## src/sv/gb2312_text_layout_macros.svh

```systemverilog
// ---------------------------------------------------------------------------
// GB2312 text layout assertion macros
// Shared property shapes for the layout block's checks.
// ---------------------------------------------------------------------------
`ifndef GB2312_TEXT_LAYOUT_MACROS_SVH
`define GB2312_TEXT_LAYOUT_MACROS_SVH

// Same-cycle implication, sampled on the rising clock, off during reset
`define G2TL_ASSERT_SAME(lbl, ante, cons) \
   lbl: assert property (@(posedge clock) disable iff (reset) (ante) |-> (cons)) \
      else $error("text layout check failed");

// Next-cycle implication, sampled on the rising clock, off during reset
`define G2TL_ASSERT_NEXT(lbl, ante, cons) \
   lbl: assert property (@(posedge clock) disable iff (reset) (ante) |=> (cons)) \
      else $error("text layout check failed");

`endif

```

## src/sv/g2tl_pkg.sv

```systemverilog
// ---------------------------------------------------------------------------
// GB2312 text layout package
// Codes, byte ranges and the digit-map lookup used by the layout block.
// ---------------------------------------------------------------------------
package g2tl_pkg;

   // Result kinds
   typedef enum logic [1:0] {
      KIND_ASCII = 2'd0,
      KIND_BLANK = 2'd1,
      KIND_CJK   = 2'd2
   } glyph_kind_type;

   // Configuration register indexes
   typedef enum logic [2:0] {
      CSR_START_COL  = 3'd0,
      CSR_START_ROW  = 3'd1,
      CSR_GLYPH_SIZE = 3'd2,
      CSR_LINE_WIDTH = 3'd3,
      CSR_FONT_BASE  = 3'd4
   } csr_index_type;

   // Byte ranges
   localparam logic [7:0] LEAD_LO    = 8'hA1;
   localparam logic [7:0] LEAD_HI    = 8'hF7;
   localparam logic [7:0] TRAIL_LO   = 8'hA1;
   localparam logic [7:0] TRAIL_HI   = 8'hFE;
   localparam logic [7:0] PRINT_LO   = 8'h20;
   localparam logic [7:0] PRINT_HI   = 8'h7E;
   localparam logic [7:0] NEWLINE    = 8'h0A;

   // Glyph count of the ASCII table that precedes the Chinese table
   localparam logic [6:0] ASCII_GLYPHS = 7'd95;

   // Register reset values
   localparam logic [7:0]  GLYPH_SIZE_RESET = 8'd16;
   localparam logic [15:0] LINE_WIDTH_RESET = 16'd240;

   // Sizes that use the digit map
   function automatic logic is_large_font(input logic [7:0] size);
      return (size == 8'd54) || (size == 8'd64) || (size == 8'd76);
   endfunction

   // Position in "0123456789: -", with a found flag in the top bit
   function automatic logic [4:0] digit_lookup(input logic [7:0] b);
      logic [4:0] r;
      case (b)
         8'h30, 8'h31, 8'h32, 8'h33, 8'h34,
         8'h35, 8'h36, 8'h37, 8'h38, 8'h39: r = {1'b1, b[3:0]};
         8'h3A: r = {1'b1, 4'd10};
         8'h20: r = {1'b1, 4'd11};
         8'h2D: r = {1'b1, 4'd12};
         default: r = 5'd0;
      endcase
      return r;
   endfunction

   // Result item; pos_x sits in the lowest bits
   typedef struct packed {
      glyph_kind_type glyph_kind;
      logic [12:0]    glyph_bytes;
      logic [23:0]    glyph_addr;
      logic [15:0]    char_code;
      logic [7:0]     glyph_width;
      logic [15:0]    pos_y;
      logic [15:0]    pos_x;
   } result_type;

endpackage

```

## src/sv/gb2312_text_layout.sv

```systemverilog
// ---------------------------------------------------------------------------
// GB2312 text layout
// Turns a byte stream of ASCII and GB2312 text into glyph placement items.
// ---------------------------------------------------------------------------
// Usage:
//   req_* carries one text byte per item (tdata) with a string-start flag
//   (tuser). Each printable ASCII byte, or each GB2312 lead/trail pair,
//   yields one rsp_* item with the glyph kind (tuser) and its position,
//   width, code, flash address and bitmap size (tdata). Lead bytes,
//   newline and ignored bytes yield no item.
//   csr_* writes the layout registers by index; it is always ready and a
//   write takes effect for the next accepted byte.
// Timing:
//   One byte per cycle while the skid register is empty. Each result is
//   registered. The cursor update is a single add/compare/select path
//   from the cursor registers back to themselves, which sets the rate.
// Reset and stall:
//   Synchronous reset clears the cursor, the pending lead and the output
//   stages and loads the register defaults. A stalled rsp_* side fills the
//   two-entry output stage (result register plus skid register); req_tready
//   drops only once the skid register holds an item.
// ---------------------------------------------------------------------------
`include "gb2312_text_layout_macros.svh"

module gb2312_text_layout
   import g2tl_pkg::*;
(
   input  logic        clock,
   input  logic        reset,
   // input items
   input  logic        req_tvalid,
   output logic        req_tready,
   input  logic [7:0]  req_tdata,   // [7:0] text_byte
   input  logic        req_tuser,   // [0] string_start
   // result items
   output logic        rsp_tvalid,
   input  logic        rsp_tready,
   output logic [95:0] rsp_tdata,   // [15:0] pos_x, [31:16] pos_y, [39:32] glyph_width,
                                    // [55:40] char_code, [79:56] glyph_addr,
                                    // [92:80] glyph_bytes, [95:93] zero
   output logic [1:0]  rsp_tuser,   // [1:0] glyph_kind
   // register writes
   input  logic        csr_valid,
   output logic        csr_ready,
   input  logic [2:0]  csr_index,
   input  logic [23:0] csr_wdata
);

   // Layout registers and values derived from the glyph size
   logic [15:0] start_col_ff, start_row_ff, line_width_ff;
   logic [7:0]  glyph_size_ff;
   logic [23:0] font_base_ff;
   logic [11:0] ascii_bytes_ff;
   logic [12:0] cjk_bytes_ff;

   // Cursor state
   logic [15:0] cursor_x_ff, cursor_x_in, cursor_y_ff, cursor_y_in;
   logic [7:0]  lead_byte_ff, lead_byte_in;
   logic        lead_pending_ff, lead_pending_in;

   // Output stage
   result_type  rsp_data_ff, rsp_data_in, skid_data_ff, skid_data_in;
   logic        rsp_valid_ff, rsp_valid_in, skid_valid_ff, skid_valid_in;

   // Datapath
   logic        req_fire, csr_fire;
   logic [7:0]  b;
   logic [15:0] cx0, cy0, px, py, step_y;
   logic        lp;
   logic        is_trail, is_lead, is_print, is_nl, is_cjk, is_glyph;
   logic [7:0]  w;
   logic        wrap;
   logic [4:0]  digit;
   logic        map_font, found;
   logic [6:0]  idx;
   logic [18:0] idx_off, cjk_off;
   logic [23:0] ascii_addr, cjk_addr;
   logic [11:0] ascii_bytes_new;
   logic [12:0] cjk_bytes_new;
   result_type  res;

   assign csr_ready  = 1'b1;
   assign csr_fire   = csr_valid && csr_ready;
   assign req_tready = !skid_valid_ff;
   assign req_fire   = req_tvalid && req_tready;

   // Bitmap sizes for a new glyph size
   assign ascii_bytes_new = {4'd0, csr_wdata[7:0]} *
                            {7'd0, 5'(({1'b0, csr_wdata[7:1]} + 8'd7) >> 3)};
   assign cjk_bytes_new   = {5'd0, csr_wdata[7:0]} *
                            {7'd0, 6'(({1'b0, csr_wdata[7:0]} + 9'd7) >> 3)};

   // Register writes
   always_ff @(posedge clock) begin
      if (reset) begin
         start_col_ff   <= '0;
         start_row_ff   <= '0;
         glyph_size_ff  <= GLYPH_SIZE_RESET;
         ascii_bytes_ff <= 12'(GLYPH_SIZE_RESET * ((GLYPH_SIZE_RESET / 2 + 7) / 8));
         cjk_bytes_ff   <= 13'(GLYPH_SIZE_RESET * ((GLYPH_SIZE_RESET + 7) / 8));
         line_width_ff  <= LINE_WIDTH_RESET;
         font_base_ff   <= '0;
      end else if (csr_fire) begin
         case (csr_index_type'(csr_index))
            CSR_START_COL:  start_col_ff <= csr_wdata[15:0];
            CSR_START_ROW:  start_row_ff <= csr_wdata[15:0];
            CSR_GLYPH_SIZE: begin
               glyph_size_ff  <= csr_wdata[7:0];
               ascii_bytes_ff <= ascii_bytes_new;
               cjk_bytes_ff   <= cjk_bytes_new;
            end
            CSR_LINE_WIDTH: line_width_ff <= csr_wdata[15:0];
            CSR_FONT_BASE:  font_base_ff  <= csr_wdata;
            default: ;
         endcase
      end
   end

   // Decode the byte against the cursor after a string start
   always_comb begin
      b        = req_tdata;
      cx0      = req_tuser ? start_col_ff : cursor_x_ff;
      cy0      = req_tuser ? start_row_ff : cursor_y_ff;
      lp       = !req_tuser && lead_pending_ff;
      is_trail = (b >= TRAIL_LO) && (b <= TRAIL_HI);
      is_lead  = (b >= LEAD_LO) && (b <= LEAD_HI);
      is_print = (b >= PRINT_LO) && (b <= PRINT_HI);
      is_nl    = (b == NEWLINE);
      is_cjk   = lp && is_trail;
      is_glyph = is_cjk || (!is_lead && is_print);
      w        = is_cjk ? glyph_size_ff : {1'b0, glyph_size_ff[7:1]};

      // Wrap before a glyph that would cross the line width
      step_y = cy0 + {8'd0, glyph_size_ff};
      wrap   = ({1'b0, cx0} + {9'd0, w}) > {1'b0, line_width_ff};
      px     = wrap ? start_col_ff : cx0;
      py     = wrap ? step_y : cy0;

      // Glyph index and flash addresses
      map_font   = is_large_font(glyph_size_ff);
      digit      = digit_lookup(b);
      found      = !map_font || digit[4];
      idx        = map_font ? {3'd0, digit[3:0]} : 7'(b - PRINT_LO);
      idx_off    = {12'd0, idx} * {7'd0, ascii_bytes_ff};
      cjk_off    = {12'd0, ASCII_GLYPHS} * {7'd0, ascii_bytes_ff};
      ascii_addr = font_base_ff + {5'd0, idx_off};
      cjk_addr   = font_base_ff + {5'd0, cjk_off};

      // Build the result
      res.pos_x       = px;
      res.pos_y       = py;
      res.glyph_width = w;
      if (is_cjk) begin
         res.glyph_kind  = KIND_CJK;
         res.char_code   = {lead_byte_ff, b};
         res.glyph_addr  = cjk_addr;
         res.glyph_bytes = cjk_bytes_ff;
      end else begin
         res.glyph_kind  = found ? KIND_ASCII : KIND_BLANK;
         res.char_code   = {8'd0, b};
         res.glyph_addr  = found ? ascii_addr : 24'd0;
         res.glyph_bytes = {1'b0, ascii_bytes_ff};
      end

      // Next cursor and lead state
      lead_pending_in = lead_pending_ff;
      lead_byte_in    = lead_byte_ff;
      cursor_x_in     = cursor_x_ff;
      cursor_y_in     = cursor_y_ff;
      if (req_fire) begin
         lead_pending_in = !is_cjk && is_lead;
         lead_byte_in    = (!is_cjk && is_lead) ? b : 8'd0;
         if (is_glyph) begin
            cursor_x_in = px + {8'd0, w};
            cursor_y_in = py;
         end else if (!is_lead && is_nl) begin
            cursor_x_in = start_col_ff;
            cursor_y_in = step_y;
         end else begin
            cursor_x_in = cx0;
            cursor_y_in = cy0;
         end
      end
   end

   // Output stage: pop to the receiver, refill from skid, then push
   always_comb begin
      rsp_valid_in  = rsp_valid_ff;
      rsp_data_in   = rsp_data_ff;
      skid_valid_in = skid_valid_ff;
      skid_data_in  = skid_data_ff;
      if (rsp_valid_ff && rsp_tready) begin
         rsp_valid_in  = skid_valid_ff;
         rsp_data_in   = skid_data_ff;
         skid_valid_in = 1'b0;
      end
      if (req_fire && is_glyph) begin
         if (!rsp_valid_in) begin
            rsp_valid_in = 1'b1;
            rsp_data_in  = res;
         end else begin
            skid_valid_in = 1'b1;
            skid_data_in  = res;
         end
      end
   end

   // Control and state registers
   always_ff @(posedge clock) begin
      if (reset) begin
         cursor_x_ff     <= '0;
         cursor_y_ff     <= '0;
         lead_byte_ff    <= '0;
         lead_pending_ff <= 1'b0;
         rsp_valid_ff    <= 1'b0;
         skid_valid_ff   <= 1'b0;
      end else begin
         cursor_x_ff     <= cursor_x_in;
         cursor_y_ff     <= cursor_y_in;
         lead_byte_ff    <= lead_byte_in;
         lead_pending_ff <= lead_pending_in;
         rsp_valid_ff    <= rsp_valid_in;
         skid_valid_ff   <= skid_valid_in;
      end
   end

   // Payload registers
   always_ff @(posedge clock) begin
      rsp_data_ff  <= rsp_data_in;
      skid_data_ff <= skid_data_in;
   end

   assign rsp_tvalid = rsp_valid_ff;
   assign rsp_tuser  = rsp_data_ff.glyph_kind;
   assign rsp_tdata  = {3'd0, rsp_data_ff.glyph_bytes, rsp_data_ff.glyph_addr,
                        rsp_data_ff.char_code, rsp_data_ff.glyph_width,
                        rsp_data_ff.pos_y, rsp_data_ff.pos_x};

   // Checks
   `G2TL_ASSERT_SAME(a_skid_behind_rsp, skid_valid_ff, rsp_valid_ff)
   `G2TL_ASSERT_SAME(a_lead_in_range, lead_pending_ff, (lead_byte_ff >= LEAD_LO) && (lead_byte_ff <= LEAD_HI))
   `G2TL_ASSERT_SAME(a_no_stale_lead, !lead_pending_ff, lead_byte_ff == 8'd0)
   `G2TL_ASSERT_NEXT(a_stall_fills_skid, req_fire && is_glyph && rsp_valid_ff && !rsp_tready, skid_valid_ff)

endmodule
```

## config.mk

```make
export PLATFORM = sky130hd
export DESIGN_NAME = gb2312_text_layout
export DESIGN_NICKNAME = d
export VERILOG_FILES = /design/src/sv/g2tl_pkg.sv /design/src/sv/gb2312_text_layout.sv
export VERILOG_INCLUDE_DIRS = /design/src /design/src/sv
export SDC_FILE = /design/constraint.sdc
export NUM_CORES = 1
export LEC_CHECK = 0
export BUFFER_PORTS_ARGS = -buffer_cell sky130_fd_sc_hd__buf_2
export CAP_MARGIN = 5
export CORE_UTILIZATION = 50
export CTS_CLUSTER_DIAMETER = 100
export CTS_CLUSTER_SIZE = 25
export DETAILED_ROUTE_END_ITERATION = 6
export PLACE_DENSITY = 0.64
export SYNTH_ARGS = -nofsm -noshare
export SYNTH_HDL_FRONTEND = slang
export SYNTH_SLANG_ARGS = --single-unit
export TNS_END_PERCENT = 100
```

## constraint.sdc

```tcl
create_clock -name clock -period 12 [get_ports clock]
set_clock_uncertainty 0.1 [all_clocks]
set_input_delay 1.2 -clock clock [delete_from_list [all_inputs] [get_ports clock]]
set_output_delay 1.2 -clock clock [all_outputs]
set_load 0.005 [all_outputs]
```

==> impl_metrics.tcl, run 1 <==
set metrics [dict create \
    route.detailed.vias_per_inst 5.66 \
    worstSetupEndpoint "cursor_x_ff[9]" \
    dr_vias 19506 \
    timing.final.setup_violations 0 \
    p_leak_nw 12.1 \
    global_route.overflow_total 0 \
    h-tree-depth 1 \
    setup_total_negative_slack_ps 0 \
    worst_ep_required_time_ps 12350 \
    final_hold_viol_count 0 \
    shortest_clock_period_the_worst_path_allows_after_layout_ps 10360 \
    final_common_cell "sky130_fd_sc_hd__nand2_1" \
    place_congestion 0.934 \
    num_antenna_cells 0 \
    fin_crit_sh_pct 86.3 \
    die_area_um2 49800 \
    hold_buffers 0 \
    number_of_global_route_vias_before_repair 18449 \
    clock_path_buffers 3 \
    timing.critical_path.to_type "flop" \
    drtAntennaViolNets 0 \
    clkSlewWorstSetupHoldPaths_ps 100 \
    share_of_final_layout_standard_cells_stronger_than_drive_strength_1_pct 8.66 \
    cts_tree "built" \
    arrival_ps 10710 \
    rsz0062_at_grt "false" \
    wl_mm 67.5 \
    r2r.worst_path.cells 38 \
    critical_path.reg2reg.endpoint "cursor_x_ff[9]" \
    final-instance-count-excl-fill 3445 \
    gr-usage-all-layers_pct 26.9 \
    result_of_the_run "finished, final reports clean" \
    worst_path_most_repeated_cell "sky130_fd_sc_hd__a21oi_1" \
    worstHoldPathType "flop to flop" \
    crit_path_max_fanout 40 \
    cts_resized 0 \
    die_h_um 223 \
    synthesis.yosys.warnings 0 \
    area_added_between_synthesis_and_finish_pct 7.02 \
    ys.flop_type "sky130_fd_sc_hd__dfxtp_1" \
    clock_tree.root_cell "sky130_fd_sc_hd__clkbuf_16" \
    max_freq_mhz 96.5 \
    synth_cell_types 80 \
    routed_wire_length_per_instance_um 19.6 \
    p_per_area_nw_per_um2 112 \
    clock_latency_ps 560 \
    io_buffer_count 137 \
    critical_path_s_largest_stage_delay_ps 640 \
    post-cts-setup-buffer-count 0 \
    effective_utilization_at_floorplan_pct 50.9 \
    synth_cells 2774 \
    dp.final_hpwl_mm 50.4 \
    initial_antenna_violation_count 0 \
    firstDrtPassIters 6 \
    synth_enable_flop_cells 95 \
    design.core.area_um2 48000 \
    postSynthAreaPerCell_um2 8.82 \
    cts_inserted_buffers 19 \
    global_route_wire_length_before_repair_mm 105 \
    asyncSetResetFlopFracSynth_pct 0 \
    worst-slew-pin-transition_ps 1290 \
    r2r-start "lead_pending_ff" \
    filler_cell_count 4510 \
    num_io_pins 142 \
    critical-path-slowest-cell "sky130_fd_sc_hd__nor2_2" \
    die_w_um 223 \
    clock_sink_count 338 \
    fp-row-count 80 \
    detailedRoute.firstIterationViolations 1709 \
    drc_errors 0 \
    timing_worst_setup_path_type "input port to flop" \
    irDropWorstVdd_v 0.0000834 \
    most-common-layout-cells "sky130_fd_sc_hd__nand2_1, sky130_fd_sc_hd__inv_1, sky130_fd_sc_hd__dfxtp_1" \
    finish.net_count 3208 \
    placed_cells 3413 \
    timing.max_slew.rel_slack_pct 13.9 \
    reg2reg_setup_slack_ps 2470 \
    timing.max_cap.violations 0 \
    pin_count_of_the_biggest_net_entering_global_routing 103 \
    ys_ff_latch 338 \
    post_synth_instance_area_um2 24500 \
    critPathLaunch "req_tdata[5]" \
    synth_sequential_area_ratio_pct 31.5 \
    worstSetupStartpointType "input port" \
    drv_slew 0 \
]
worst min-delay path by stage:
stage | start | end | cells past startpoint
after detailed placement | font_base_ff[16] | font_base_ff[16] | 2
after global placement | cursor_y_ff[11] | cursor_y_ff[11] | 2
after floorplan | cursor_y_ff[11] | cursor_y_ff[11] | 2
after global routing | font_base_ff[16] | font_base_ff[16] | 2
after CTS | font_base_ff[16] | font_base_ff[16] | 2
final | font_base_ff[16] | font_base_ff[16] | 2
registers in the layout, indices dropped and copies added, names as in the netlist:
register	flops
skid_data_ff	95
start_row_ff	16
lead_pending_ff	1
font_base_ff	24
glyph_size_ff	8
rsp_tvalid	1
cjk_bytes_ff	13
rsp_tdata	93
lead_byte_ff	8
cursor_y_ff	16
cursor_x_ff	16
rsp_tuser	2
line_width_ff	16
start_col_ff	16
skid_valid_ff	1
ascii_bytes_ff	12
routing by layer:
metal	wire length [um]	GRT usage [%]	vias up
li1	-	-	9343
met1	33600	41.6	9474
met2	28700	40.8	636
met3	4260	2.92	53
met4	941	4.62	0
met5	0	0	-
kinds of logic after synthesis:
kind of cell               Yosys count  synth area share (%)
adders and majority gates          349                  22.9
AOI/OAI and AO/OA                  538                  13.3
muxes                              144                  6.12
xor gates and xnor gates            90                  3.22
and+or+nand+nor                    845                  15.6
other                                2                0.0307
DFF                                338                  31.5
buffers and inverters              468                  7.32
final cells by class:
type | count | area, um^2 | share of cell area (%)
clock inverter | 6 | 92.6 | 0.353
inverter | 329 | 1230 | 4.71
timing repair buffer | 161 | 868 | 3.31
multi-input combinational | 1970 | 15000 | 57.3
clock buffer | 26 | 502 | 1.92
sequential | 338 | 7720 | 29.5
tap | 615 | 769 | 2.94
report_power, final:
| part | total [mW] | switching, mW | internal, mW |
|---|---|---|---|
| combinational | 0.879 | 0.510 | 0.369 |
| clock | 0.729 | 0.419 | 0.311 |
| sequential | 1.32 | 0.0646 | 1.26 |
through the flow:
stage	util [%]	hold WS (ps)	worst slack, ps	cell area [um^2]	total power, mW
3_3_place_gp	53.3	339	1610	25600	2.20
6_report	54.5	360	1640	26200	2.93
4_1_cts	54.5	362	1840	26200	2.95
3_5_place_dp	53.3	347	1300	25600	2.23
5_1_grt	54.5	379	979	26200	3.10
2_1_floorplan	-	331	2240	24500	1.95
Yosys cell counts (all sizes together), types with 27 or more instances:
library cell / count / area [um^2]
nor2: 159 / 599
mux2: 32 / 364
mux2i: 111 / 1110
nand2: 408 / 1530
xnor2: 57 / 499
dfxtp: 243 / 4860
nor2b: 43 / 269
nand2b: 38 / 238
and2: 46 / 288
clkbuf: 119 / 447
a21o: 27 / 203
o21ai: 100 / 504
inv: 328 / 1230
nand3: 60 / 305
fa: 165 / 3300
xor2: 33 / 289
a21oi: 239 / 1200
edfxtp: 95 / 2850
ha: 183 / 2290
critical path: cells and delay by family:
family	cells	cell delay (ps)
AOI/OAI and AO/OA	17	3660
muxes	1	570
and+or+nand+nor	13	2900
xor gates and xnor gates	1	140
buffers and inverters	5	1330
adders and majority gates	3	880
Note: power is estimated with default switching activity, not from simulation.
==> run 2: changes to the inputs <==
--- a/config.mk
+++ b/config.mk
@@ -8,11 +8,10 @@
 export LEC_CHECK = 0
 export BUFFER_PORTS_ARGS = -buffer_cell sky130_fd_sc_hd__buf_2
 export CAP_MARGIN = 5
-export CORE_UTILIZATION = 50
-export CTS_CLUSTER_DIAMETER = 100
+export CORE_UTILIZATION = 65
 export CTS_CLUSTER_SIZE = 25
 export DETAILED_ROUTE_END_ITERATION = 6
-export PLACE_DENSITY = 0.64
+export PLACE_DENSITY = 0.81
 export SYNTH_ARGS = -nofsm -noshare
 export SYNTH_HDL_FRONTEND = slang
 export SYNTH_SLANG_ARGS = --single-unit
==> constraint.sdc (replaced) <==
create_clock -name clock -period 13.2 [get_ports clock]
set_clock_uncertainty 0.1 [all_clocks]
set_input_delay 1.32 -clock clock [delete_from_list [all_inputs] [get_ports clock]]
set_output_delay 1.32 -clock clock [all_outputs]
set_load 0.005 [all_outputs]
==> impl_metrics.tcl, run 2 (synthesized netlist as in run 1, its figures left out) <==
set metrics [dict create \
    result_of_the_run "finished, final reports clean" \
    drc_errors 0 \
    final-instance-count-excl-fill 3367 \
    shortest_clock_period_the_worst_path_allows_after_layout_ps 10030 \
    design.core.area_um2 36900 \
    p_per_area_nw_per_um2 114 \
    clock_sink_count 338 \
    r2r-start "lead_pending_ff" \
    drv_slew 0 \
    dr_vias 20321 \
    routed_wire_length_per_instance_um 19.5 \
    num_io_pins 142 \
    number_of_global_route_vias_before_repair 19452 \
    critPathLaunch "req_tdata[5]" \
    irDropWorstVdd_v 0.0000758 \
    placed_cells 3302 \
    registers.top_by_ff_count "skid_data_ff" \
    multi_input_comb_area_um2 15000 \
    cts_inserted_buffers 36 \
    num_antenna_cells 0 \
    largest_register_ffs 95 \
    timing.hold.worst.start "start_row_ff[5]" \
    crit_path_max_fanout 13 \
    r2r.worst_path.cells 36 \
    cts_resized 0 \
    finish.net_count 3225 \
    fp-row-count 70 \
    clock_latency_ps 550 \
    die_area_um2 38400 \
    fin_crit_sh_pct 76.0 \
    timing.final.ws_setup_ps 3170 \
    worst_ep_required_time_ps 13560 \
    place_area_um2 25500 \
    die_h_um 196 \
    clock_tree.root_cell "sky130_fd_sc_hd__clkbuf_16" \
    firstDrtPassIters 7 \
    die_w_um 196 \
    clkSlewWorstSetupHoldPaths_ps 70 \
    p_leak_nw 12.4 \
    timing.critical_path.to_type "flop" \
    timing.final.setup_violations 0 \
    area_added_between_synthesis_and_finish_pct 8.75 \
    timing.max_cap.violations 0 \
    final_common_cell "sky130_fd_sc_hd__nand2_1" \
    timing.max_slew.rel_slack_pct 16.2 \
    place_congestion 0.943 \
    final_hold_viol_count 0 \
    placement.setup.worst_slack_ps 2770 \
    filler_cell_count 2757 \
    critical_path_s_largest_stage_delay_ps 570 \
    critical_path.reg2reg.endpoint "cursor_x_ff[10]" \
    share_of_final_layout_standard_cells_stronger_than_drive_strength_1_pct 9.50 \
    clock_path_buffers 3 \
    gr-usage-all-layers_pct 34.6 \
    critical-path-slowest-cell "sky130_fd_sc_hd__mux4_2" \
    timing_worst_setup_path_type "input port to flop" \
    rsz0062_at_grt "false" \
    dp.final_hpwl_mm 48.5 \
    wl_mm 65.6 \
    io_buffer_count 137 \
    worstSetupStartpointType "input port" \
    pin_count_of_the_biggest_net_entering_global_routing 91 \
    hold_buffers 0 \
    worst-slew-pin-transition_ps 1250 \
    minimum_hold_slack_ps 357 \
    initial_antenna_violation_count 0 \
    worst_path_most_repeated_cell "sky130_fd_sc_hd__a21oi_1" \
    max_freq_mhz 99.7 \
    detailedRoute.firstIterationViolations 1727 \
    most-common-layout-cells "sky130_fd_sc_hd__nand2_1, sky130_fd_sc_hd__inv_1, sky130_fd_sc_hd__dfxtp_1" \
    global_route_wire_length_before_repair_mm 105 \
    post-cts-setup-buffer-count 0 \
    worstHoldPathType "flop to flop" \
    global_route.overflow_total 0 \
    setup_total_negative_slack_ps 0 \
    layout.cell_area.non_filler_um2 26600 \
    h-tree-depth 2 \
    worstSetupEndpoint "cursor_x_ff[10]" \
    cts_tree "built" \
    effective_utilization_at_floorplan_pct 66.4 \
    drtAntennaViolNets 0 \
    arrival_ps 10390 \
    reg2reg_setup_slack_ps 4100 \
    route.detailed.vias_per_inst 6.04 \
    register_area_um2 7720 \
]
-- run 2: changes by cell type in the layout (fill, tap and decap cells not counted), sizes merged --
| cell | before | now |
|---|---|---|
| bufinv | 0 | 2 |
| clkbuf | 26 | 52 |
| clkinv | 5 | 8 |
| inv | 330 | 332 |
-- run 2: area by class of cell --
type | instances | area share [%]
sequential | 338 | 29.0
clock buffer | 52 | 3.76
inverter | 329 | 4.64
timing repair buffer | 161 | 3.26
tap | 504 | 2.37
multi-input combinational | 1970 | 56.4
clock inverter | 13 | 0.583
-- run 2: worst max-delay path, delay by kind of cell --
kind            cells  cell delay [ps]
compound gates     13             2880
xor+xnor            1              130
fa+ha+maj           6             1970
mux                 1              570
simple gates       12             3050
buf+inv             4              450
-- run 2: power breakdown --
group,switching (mW),internal [mW],leakage (nW)
Sequential,0.0564,1.15,2.87
Combinational,0.479,0.336,8.95
Clock,0.430,0.575,0.566
-- run 2: how the worst min path moves through the flow --
stage | endpoint | slack [ps] | cells past startpoint
3_3_place_gp | cursor_y_ff[11] | 340 | 2
3_5_place_dp | start_row_ff[5] | 350 | 2
2_1_floorplan | cursor_y_ff[11] | 330 | 2
4_1_cts | start_row_ff[5] | 350 | 2
5_1_grt | start_row_ff[5] | 370 | 2
6_report | start_row_ff[5] | 360 | 2
-- run 2: stage by stage --
stage,util [%],power (mW)
3_3_place_gp,69.1,1.99
3_5_place_dp,69.1,2.02
4_1_cts,72.2,3.03
2_1_floorplan,-,1.77
5_1_grt,72.2,3.18
6_report,72.2,3.02
-- run 2: routing by layer --
layer  vias to the layer above  global-route usage (%)  share of wire, %
li1                       9396                       -                 -
met1                      9852                    50.5                44
met2                       940                    51.9                43
met3                       133                    6.76                10
met4                         0                    10.7               2.9
met5                         -                       0                 0
